--- src/design/fbba_pkg.sv ---
// Shared types, constants and codes of the free block bitmap allocator.
package fbba_pkg;

   localparam int NUM_BLOCKS = 1024;
   localparam int IDX_W      = 10;
   localparam int INDEX_SPAN = 1 << IDX_W;

   // only blocks reachable through the 10-bit index are ever touched
   localparam int SCAN_LIMIT = (NUM_BLOCKS < INDEX_SPAN) ? NUM_BLOCKS : INDEX_SPAN;
   localparam int SCAN_BYTES = (SCAN_LIMIT + 7) / 8;
   localparam int ROW_W      = (SCAN_BYTES > 1) ? $clog2(SCAN_BYTES) : 1;
   localparam int LAST_BITS  = SCAN_LIMIT % 8;

   localparam logic [7:0] FULL_BYTE = 8'hFF;
   localparam logic [7:0] TOP_BIT   = 8'h80;
   // usable bits of the last byte, first block in the msb
   localparam logic [7:0] LAST_MASK =
      (LAST_BITS == 0) ? FULL_BYTE : 8'(FULL_BYTE << (8 - LAST_BITS));
   localparam logic [ROW_W-1:0] LAST_ROW = ROW_W'(SCAN_BYTES - 1);
   localparam logic [16:0] NUM_BLOCKS_W = 17'(NUM_BLOCKS);

   typedef enum logic [1:0] {
      K_ALLOC = 2'd0,
      K_FREE  = 2'd1,
      K_MARK  = 2'd2,
      K_FLIP  = 2'd3
   } kind_type;

   typedef enum logic [1:0] {
      ST_OK    = 2'd0,
      ST_FULL  = 2'd1,
      ST_RANGE = 2'd2
   } status_type;

   typedef enum logic [1:0] {
      S_IDLE,
      S_FETCH,
      S_CHECK,
      S_EMIT
   } state_type;

   typedef struct packed {
      kind_type         kind;
      logic [IDX_W-1:0] block_index;
   } req_type;

   typedef struct packed {
      logic [IDX_W-1:0] result_index;
      status_type       status;
   } rsp_type;

   typedef struct packed {
      logic       found;
      logic [2:0] pos;
      logic [7:0] new_byte;
   } unit_out_type;

endpackage

--- src/design/fbba_ram.sv ---
// Generic single write port, single read port RAM with registered read.
module fbba_ram #(
   parameter int WIDTH = 8,
   parameter int DEPTH = 128,
   localparam int AW = (DEPTH > 1) ? $clog2(DEPTH) : 1
) (
   input  logic             clock,
   input  logic             wr_en,
   input  logic [AW-1:0]    wr_addr,
   input  logic [WIDTH-1:0] wr_data,
   input  logic             rd_en,
   input  logic [AW-1:0]    rd_addr,
   output logic [WIDTH-1:0] rd_data
);

   logic [WIDTH-1:0] mem_ff [DEPTH];
   logic [WIDTH-1:0] rd_data_ff;

   always_ff @(posedge clock) begin
      if (wr_en) begin
         mem_ff[wr_addr] <= wr_data;
      end
      if (rd_en) begin
         rd_data_ff <= mem_ff[rd_addr];
      end
   end

   assign rd_data = rd_data_ff;

endmodule

--- src/design/fbba_byte_unit.sv ---
// Byte unit: first free bit search and bit update for one bitmap byte.
module fbba_byte_unit
   import fbba_pkg::*;
(
   input  kind_type     kind,
   input  logic [7:0]   cur_byte,
   input  logic [7:0]   avail,
   input  logic [2:0]   bit_sel,
   output unit_out_type result
);

   logic [7:0] taken;
   logic       found;
   logic [2:0] pos;
   logic [7:0] mask;

   // bits outside the map count as taken
   assign taken = cur_byte | ~avail;

   always_comb begin
      found = 1'b0;
      pos   = 3'd0;
      for (int i = 7; i >= 0; i--) begin
         if (!taken[7-i]) begin
            found = 1'b1;
            pos   = 3'(i);
         end
      end
   end

   assign mask = TOP_BIT >> ((kind == K_ALLOC) ? pos : bit_sel);

   always_comb begin
      result.found = found;
      result.pos   = pos;
      case (kind)
         K_ALLOC: result.new_byte = cur_byte | mask;
         K_FREE:  result.new_byte = cur_byte & ~mask;
         K_MARK:  result.new_byte = cur_byte | mask;
         K_FLIP:  result.new_byte = cur_byte ^ mask;
         default: result.new_byte = cur_byte;
      endcase
   end

endmodule

--- src/design/free_block_bitmap_allocator.sv ---
// Top level: first-fit block allocator over a byte-wide usage bitmap.
//
// Request beats (req_*) carry a kind and a block index: allocate, free, mark
// or flip. Each request yields exactly one response beat (rsp_*) with the
// block number and a status (ok, bitmap full, index out of range).
// One request is worked on at a time; req_stall is high from acceptance until
// the response has been loaded into the output register.
// Free, mark and flip of an in-range block take one read and one write of the
// bitmap RAM (states fetch, check, emit); an out-of-range index goes straight
// to emit with no RAM access. Allocate scans the bitmap RAM one byte per cycle
// from byte 0 and stops at the first byte with a free bit, or at the last byte
// when the bitmap is full.
// The scan rate is set by the single RAM read port.
// Reset clears the per-byte valid flags at once, so the whole bitmap reads as
// free with no clearing sweep; the RAM itself is never cleared.
// A stalled response holds in the output register; the next request is still
// accepted and worked, and waits for the register to free up.
module free_block_bitmap_allocator
   import fbba_pkg::*;
(
   input  logic    clock,
   input  logic    reset,
   input  logic    req_valid,
   output logic    req_stall,
   input  req_type req_payload,
   output logic    rsp_valid,
   input  logic    rsp_stall,
   output rsp_type rsp_payload
);

   state_type state_ff, state_in;
   kind_type  kind_ff, kind_in;
   logic [IDX_W-1:0] idx_ff, idx_in;
   logic [IDX_W-1:0] result_ff, result_in;
   status_type status_ff, status_in;
   logic [ROW_W-1:0] row_ff, row_in;
   logic [SCAN_BYTES-1:0] row_valid_ff, row_valid_in;
   logic    rsp_valid_ff, rsp_valid_in;
   rsp_type rsp_data_ff, rsp_data_in;

   logic req_accept;
   logic out_range;
   logic load_rsp;
   logic ram_we;
   logic [ROW_W-1:0] ram_rd_addr;
   logic [7:0] ram_rd_data;
   logic [7:0] cur_byte;
   logic [7:0] avail;
   unit_out_type unit_out;

   assign req_accept = req_valid && !req_stall;
   assign out_range  = (17'(req_payload.block_index) >= NUM_BLOCKS_W);

   // a row never written reads as all free
   assign cur_byte = row_valid_ff[row_ff] ? ram_rd_data : 8'h00;
   assign avail    = (row_ff == LAST_ROW) ? LAST_MASK : FULL_BYTE;

   fbba_ram #(
      .WIDTH(8),
      .DEPTH(SCAN_BYTES)
   ) u_map (
      .clock  (clock),
      .wr_en  (ram_we),
      .wr_addr(row_ff),
      .wr_data(unit_out.new_byte),
      .rd_en  (1'b1),
      .rd_addr(ram_rd_addr),
      .rd_data(ram_rd_data)
   );

   fbba_byte_unit u_unit (
      .kind    (kind_ff),
      .cur_byte(cur_byte),
      .avail   (avail),
      .bit_sel (idx_ff[2:0]),
      .result  (unit_out)
   );

   // next state
   always_comb begin
      state_in = state_ff;
      case (state_ff)
         S_IDLE: begin
            if (req_accept) begin
               if (req_payload.kind != K_ALLOC && out_range) begin
                  state_in = S_EMIT;
               end else begin
                  state_in = S_FETCH;
               end
            end
         end
         S_FETCH: state_in = S_CHECK;
         S_CHECK: begin
            if (kind_ff != K_ALLOC || unit_out.found || row_ff == LAST_ROW) begin
               state_in = S_EMIT;
            end
         end
         S_EMIT: begin
            if (!rsp_valid_ff || !rsp_stall) begin
               state_in = S_IDLE;
            end
         end
         default: state_in = S_IDLE;
      endcase
   end

   // outputs and datapath
   always_comb begin
      req_stall    = (state_ff != S_IDLE);
      kind_in      = kind_ff;
      idx_in       = idx_ff;
      result_in    = result_ff;
      status_in    = status_ff;
      row_in       = row_ff;
      row_valid_in = row_valid_ff;
      ram_we       = 1'b0;
      load_rsp     = 1'b0;
      ram_rd_addr  = row_ff;
      case (state_ff)
         S_IDLE: begin
            if (req_accept) begin
               kind_in   = req_payload.kind;
               idx_in    = req_payload.block_index;
               result_in = req_payload.block_index;
               status_in = (req_payload.kind != K_ALLOC && out_range) ? ST_RANGE : ST_OK;
               row_in    = (req_payload.kind == K_ALLOC) ?
                           '0 : req_payload.block_index[3 +: ROW_W];
            end
         end
         S_FETCH: ;
         S_CHECK: begin
            if (kind_ff != K_ALLOC || unit_out.found) begin
               ram_we               = 1'b1;
               row_valid_in[row_ff] = 1'b1;
               if (kind_ff == K_ALLOC) begin
                  result_in = IDX_W'({row_ff, unit_out.pos});
               end
            end else if (row_ff == LAST_ROW) begin
               result_in = '0;
               status_in = ST_FULL;
            end else begin
               // prefetch the next byte so the scan runs one byte a cycle
               row_in      = row_ff + ROW_W'(1);
               ram_rd_addr = row_ff + ROW_W'(1);
            end
         end
         S_EMIT: load_rsp = !rsp_valid_ff || !rsp_stall;
         default: ;
      endcase
   end

   always_comb begin
      rsp_valid_in = rsp_valid_ff;
      rsp_data_in  = rsp_data_ff;
      if (load_rsp) begin
         rsp_valid_in             = 1'b1;
         rsp_data_in.result_index = result_ff;
         rsp_data_in.status       = status_ff;
      end else if (rsp_valid_ff && !rsp_stall) begin
         rsp_valid_in = 1'b0;
      end
   end

   always_ff @(posedge clock) begin
      if (reset) begin
         state_ff     <= S_IDLE;
         row_valid_ff <= '0;
         rsp_valid_ff <= 1'b0;
      end else begin
         state_ff     <= state_in;
         row_valid_ff <= row_valid_in;
         rsp_valid_ff <= rsp_valid_in;
      end
   end

   always_ff @(posedge clock) begin
      kind_ff     <= kind_in;
      idx_ff      <= idx_in;
      result_ff   <= result_in;
      status_ff   <= status_in;
      row_ff      <= row_in;
      rsp_data_ff <= rsp_data_in;
   end

   assign rsp_valid   = rsp_valid_ff;
   assign rsp_payload = rsp_data_ff;

   a_busy_after_accept: assert property (@(posedge clock) disable iff (reset)
      req_valid && !req_stall |=> req_stall)
      else $error("request accepted but block not busy");

   a_full_index_zero: assert property (@(posedge clock) disable iff (reset)
      rsp_valid && rsp_payload.status == ST_FULL |-> rsp_payload.result_index == '0)
      else $error("full status with nonzero index");

   a_alloc_sets_bit: assert property (@(posedge clock) disable iff (reset)
      state_ff == S_CHECK && kind_ff == K_ALLOC && unit_out.found
      |-> unit_out.new_byte != cur_byte)
      else $error("allocate did not take a free bit");

   a_written_row_valid: assert property (@(posedge clock) disable iff (reset)
      ram_we |=> row_valid_ff[$past(row_ff)])
      else $error("written row not marked valid");

endmodule

--- config.mk ---
export PLATFORM = sky130hd
export DESIGN_NAME = free_block_bitmap_allocator
export DESIGN_NICKNAME = d
export VERILOG_FILES = /design/src/design/fbba_pkg.sv /design/src/design/fbba_ram.sv /design/src/design/fbba_byte_unit.sv /design/src/design/free_block_bitmap_allocator.sv
export SDC_FILE = /design/constraint.sdc
export NUM_CORES = 2
export LEC_CHECK = 0
export BUFFER_PORTS_ARGS = -buffer_cell sky130_fd_sc_hd__clkbuf_2
export CELL_PAD_IN_SITES_DETAIL_PLACEMENT = 0
export CELL_PAD_IN_SITES_GLOBAL_PLACEMENT = 1
export CORE_AREA = 2 2 439 223
export CTS_CLUSTER_DIAMETER = 200
export CTS_CLUSTER_SIZE = 10
export DETAILED_ROUTE_END_ITERATION = 8
export DIE_AREA = 0 0 441 225
export PLACE_DENSITY_LB_ADDON = 0.1
export SKIP_LAST_GASP = 1
export SYNTH_ARGS = -nofsm -noshare
export SYNTH_HDL_FRONTEND = slang
export SYNTH_HIERARCHICAL = 1
export SYNTH_SLANG_ARGS = --single-unit
--- constraint.sdc ---
create_clock -name clock -period 12.1 [get_ports clock]
set_input_delay 1.815 -clock clock [delete_from_list [all_inputs] [get_ports clock]]
set_output_delay 1.815 -clock clock [all_outputs]
set_load 0.01 [all_outputs]
==> out/qor.csv <==
metric;value;unit
Setup TNS;0;ns
DRT Pass-1 Iters;7;
Final Util;55.7;%
RSZ-0062 raised after global routing;false;
CP endpoint kind;register;
largest net degree at the start of global routing;122;
FF-to-FF setup slack;3.49;ns
M2 GR Usage;35.5;%
Peak VDD IR;0.150;mV
global-route usage over all layers;23.8;%
syn_area_per_cell;19.3;sq um
final net count;2589;
buffers and inverters on the worst path;5;
CP cell instances;buf_4 -> buf_4 -> mux2i_1 -> o22ai_1 -> o21ai_0 -> a41o_1 -> a41oi_1 -> nor2b_4 -> nor4b_4 -> nand2_1 -> nor3_1 -> buf_4 -> o211ai_1 -> xnor2_2 -> buf_12 -> buf_4 -> mux4_2 -> mux4_2 -> mux4_2 -> mux2_2;
reg2reg start;row_ff[0];
EDFF count, synth;1066;
routed vias;24000;
met3 usage;4.76;%
startpoint types;register;
Setup Viol. Count Final;0;
# H-tree levels;4;
Reg clk slew, reported paths;0.05;ns
drt first-iter violations;2466;
Port Buf Inserts;28;
P&R area growth vs syn;11.5;%
Worst Skew;0.0203;ns
Slew Viols, Final;0;
Inserted Diodes;0;
CTS tree;yes;
Die H;225;um
post-synthesis sequential area ratio;72.9;%
area of the multi-input gates;12300;sq um
top_reg_cell synth;edfxtp_1;
R2R Path End;u_map/rd_data[7];
Core Rows;80;
Filler Cell Count;7168;
Post-CTS Setup Repair Bufs;0;
deepest clock path buffer count;3;
hold path startpoint;result_ff[9];
Crit Path Class;register to register;
Hold EP;rsp_payload[11];
first-pass GRT wire length;167;mm
Num CTS Buffers;137;
crit path DAT;9.09;ns
GR Layer Usage met1;36.3;%
synthesized flop and latch total;1197;
Max Clk Rate;116;MHz
total die area;99200;sq um
DRC;0;
sequential cell area;34600;sq um
Async SR Flop Fraction;0;%
layout cell share with drive strength beyond 1;24.3;%
Ys Warns;6;
Max-cap violations;0;
Sink Count;1197;
PwrDens;217;nW/um^2
status;finished clean;
Placer Congestion;0.810;
final worst setup slack;3.49;ns
Pwr Total;11.5;mW
DRT antenna net count;0;
clock latency at the later pin of the worst-skew pair;0.74;ns
core area;95000;sq um
CTS root buffer;clkbuf_16;
Synth Cell Area;47500;sq um
# hold bufs at CTS;0;
Worst Tran Pin Value;1.23;ns
GRT overflow;0;
Final min period;8.61;ns
Max-Slew Margin vs Limit;16.6;%
fin area;52900;sq um
vias in the first global route;23500;
placed cell areas;49200;sq um
DP Worst Slack;3.41;ns
leakage power;16.8;nW
antenna violations before repair;2;
most frequent CP cell;buf_4;
Crit path largest cell delay;0.90;ns
hold depth;0;
Final Hold Fails;0;
WL per Instance;30.1;um
synth unique cells;61;
CP required;12.58;ns
CTS resizes;0;
Final Routed Wirelength;116;mm
Reg2Reg Depth;20;
Crit-path slowest cell;buf_4;
Most Crowded Layer GR;met1;
Post-Syn Instances;2460;
Die X;441;um
Initial Utilization;50.0;%
type of the worst min-delay path;register to register;
CP delay by family, top;buffers and inverters;
drt via density;6.23;
crit-path max FO;86;
period utilization;71.2;%
Detail Placement HPWL;68.7;mm
I/O pins;30;
-- layout by cell type (no fill, tap or decap), drive strengths merged, types with 37 or more instances in the layout --
cell | Yosys | routed
clkbuf | 66 | 186
a21oi | 135 | 135
nor2 | 284 | 284
o22ai | 37 | 37
edfxtp | 1066 | 1066
buf | 77 | 53
mux2i | 83 | 83
nand2 | 42 | 42
dfxtp | 131 | 131
mux4 | 336 | 336
-- worst max path at each step --
stage	startpoint	endpoint	cells after the start
5_1_grt	row_ff[0]	u_map/rd_data[7]	20
6_report	row_ff[0]	u_map/rd_data[7]	20
2_1_floorplan	row_ff[1]	u_map/mem_ff[0][6]	16
3_5_place_dp	row_ff[0]	u_map/rd_data[6]	20
3_3_place_gp	row_ff[0]	u_map/rd_data[7]	20
4_1_cts	row_ff[0]	u_map/rd_data[7]	20
-- synth_stat cells (4+ instances only) --
cell          n  area share [%]
nand3_1      29            0.31
mux2_2        9            0.21
nand2_1      42            0.33
o21ai_1       5           0.053
mux4_2      336              16
a41oi_1       8            0.15
nand4_1       6           0.079
inv_1        22            0.17
nand2b_1      8            0.11
nor2_2        4           0.053
nor3_1       14            0.15
buf_1        18            0.14
dfxtp_1     131             5.5
buf_4        22            0.35
nor2b_1       9            0.12
o21ai_0      15            0.16
nor2_4        4           0.095
o2bb2ai_1     4           0.074
edfxtp_1   1066              67
buf_6         9            0.21
clkbuf_1     66            0.52
a21oi_1     135             1.4
buf_2        27            0.28
xnor2_1       5           0.092
o22ai_1      34            0.45
mux2i_1      83             1.7
ha_1         21            0.55
a41o_1        4           0.084
nor2_1      276             2.2
-- metal layers --
layer	wire length, um	vias to the layer above
met5	0	-
met4	1910	0
met3	8740	132
met2	53200	861
met1	52000	12900
li1	-	10100
-- power by group --
group	leakage [nW]	total (mW)	switching (mW)	internal [mW]
combinational	4.08	3.00	1.77	1.23
sequential	10.9	4.82	0.0503	4.77
clock	1.85	3.67	1.53	2.13
total	16.8	11.5	3.36	8.13
-- kinds of logic after synthesis --
kind of cell	synth area share [%]
other	0.0158
AND/OR/NAND/NOR	3.97
buffers and inverters	1.72
adder cells (fa/ha/maj)	0.553
XOR/XNOR	0.148
flip-flops	72.9
AO/OA/AOI/OAI	2.70
multiplexers	18.0
-- stage by stage --
stage / instances / hold slack [ns]
3_3_place_gp: 3684 / 0.406
5_1_grt: 3849 / 0.428
2_1_floorplan: 2476 / 0.400
3_5_place_dp: 3684 / 0.407
4_1_cts: 3849 / 0.424
6_report: 3849 / 0.423
-- sequential cells by signal, indices dropped and copies added (netlist names) --
register       count
u_map/mem_ff    1024
status_ff          1
state_ff           2
rsp_payload       11
row_valid_ff     128
result_ff         10
idx_ff             3
kind_ff            2
u_map/rd_data      8
row_ff             7
rsp_valid          1
-- area by class of cell --
type                            instances  share of cell area, %
Clock inverter                          6                  0.161
Clock buffer                          159                   6.99
Inverter                               23                  0.163
Sequential cell                      1197                   65.4
Timing Repair Buffer                   80                   1.08
Multi-Input combinational cell       1113                   23.2
Tap cell                             1271                   3.00
Note: power is estimated with default switching activity, not from simulation.
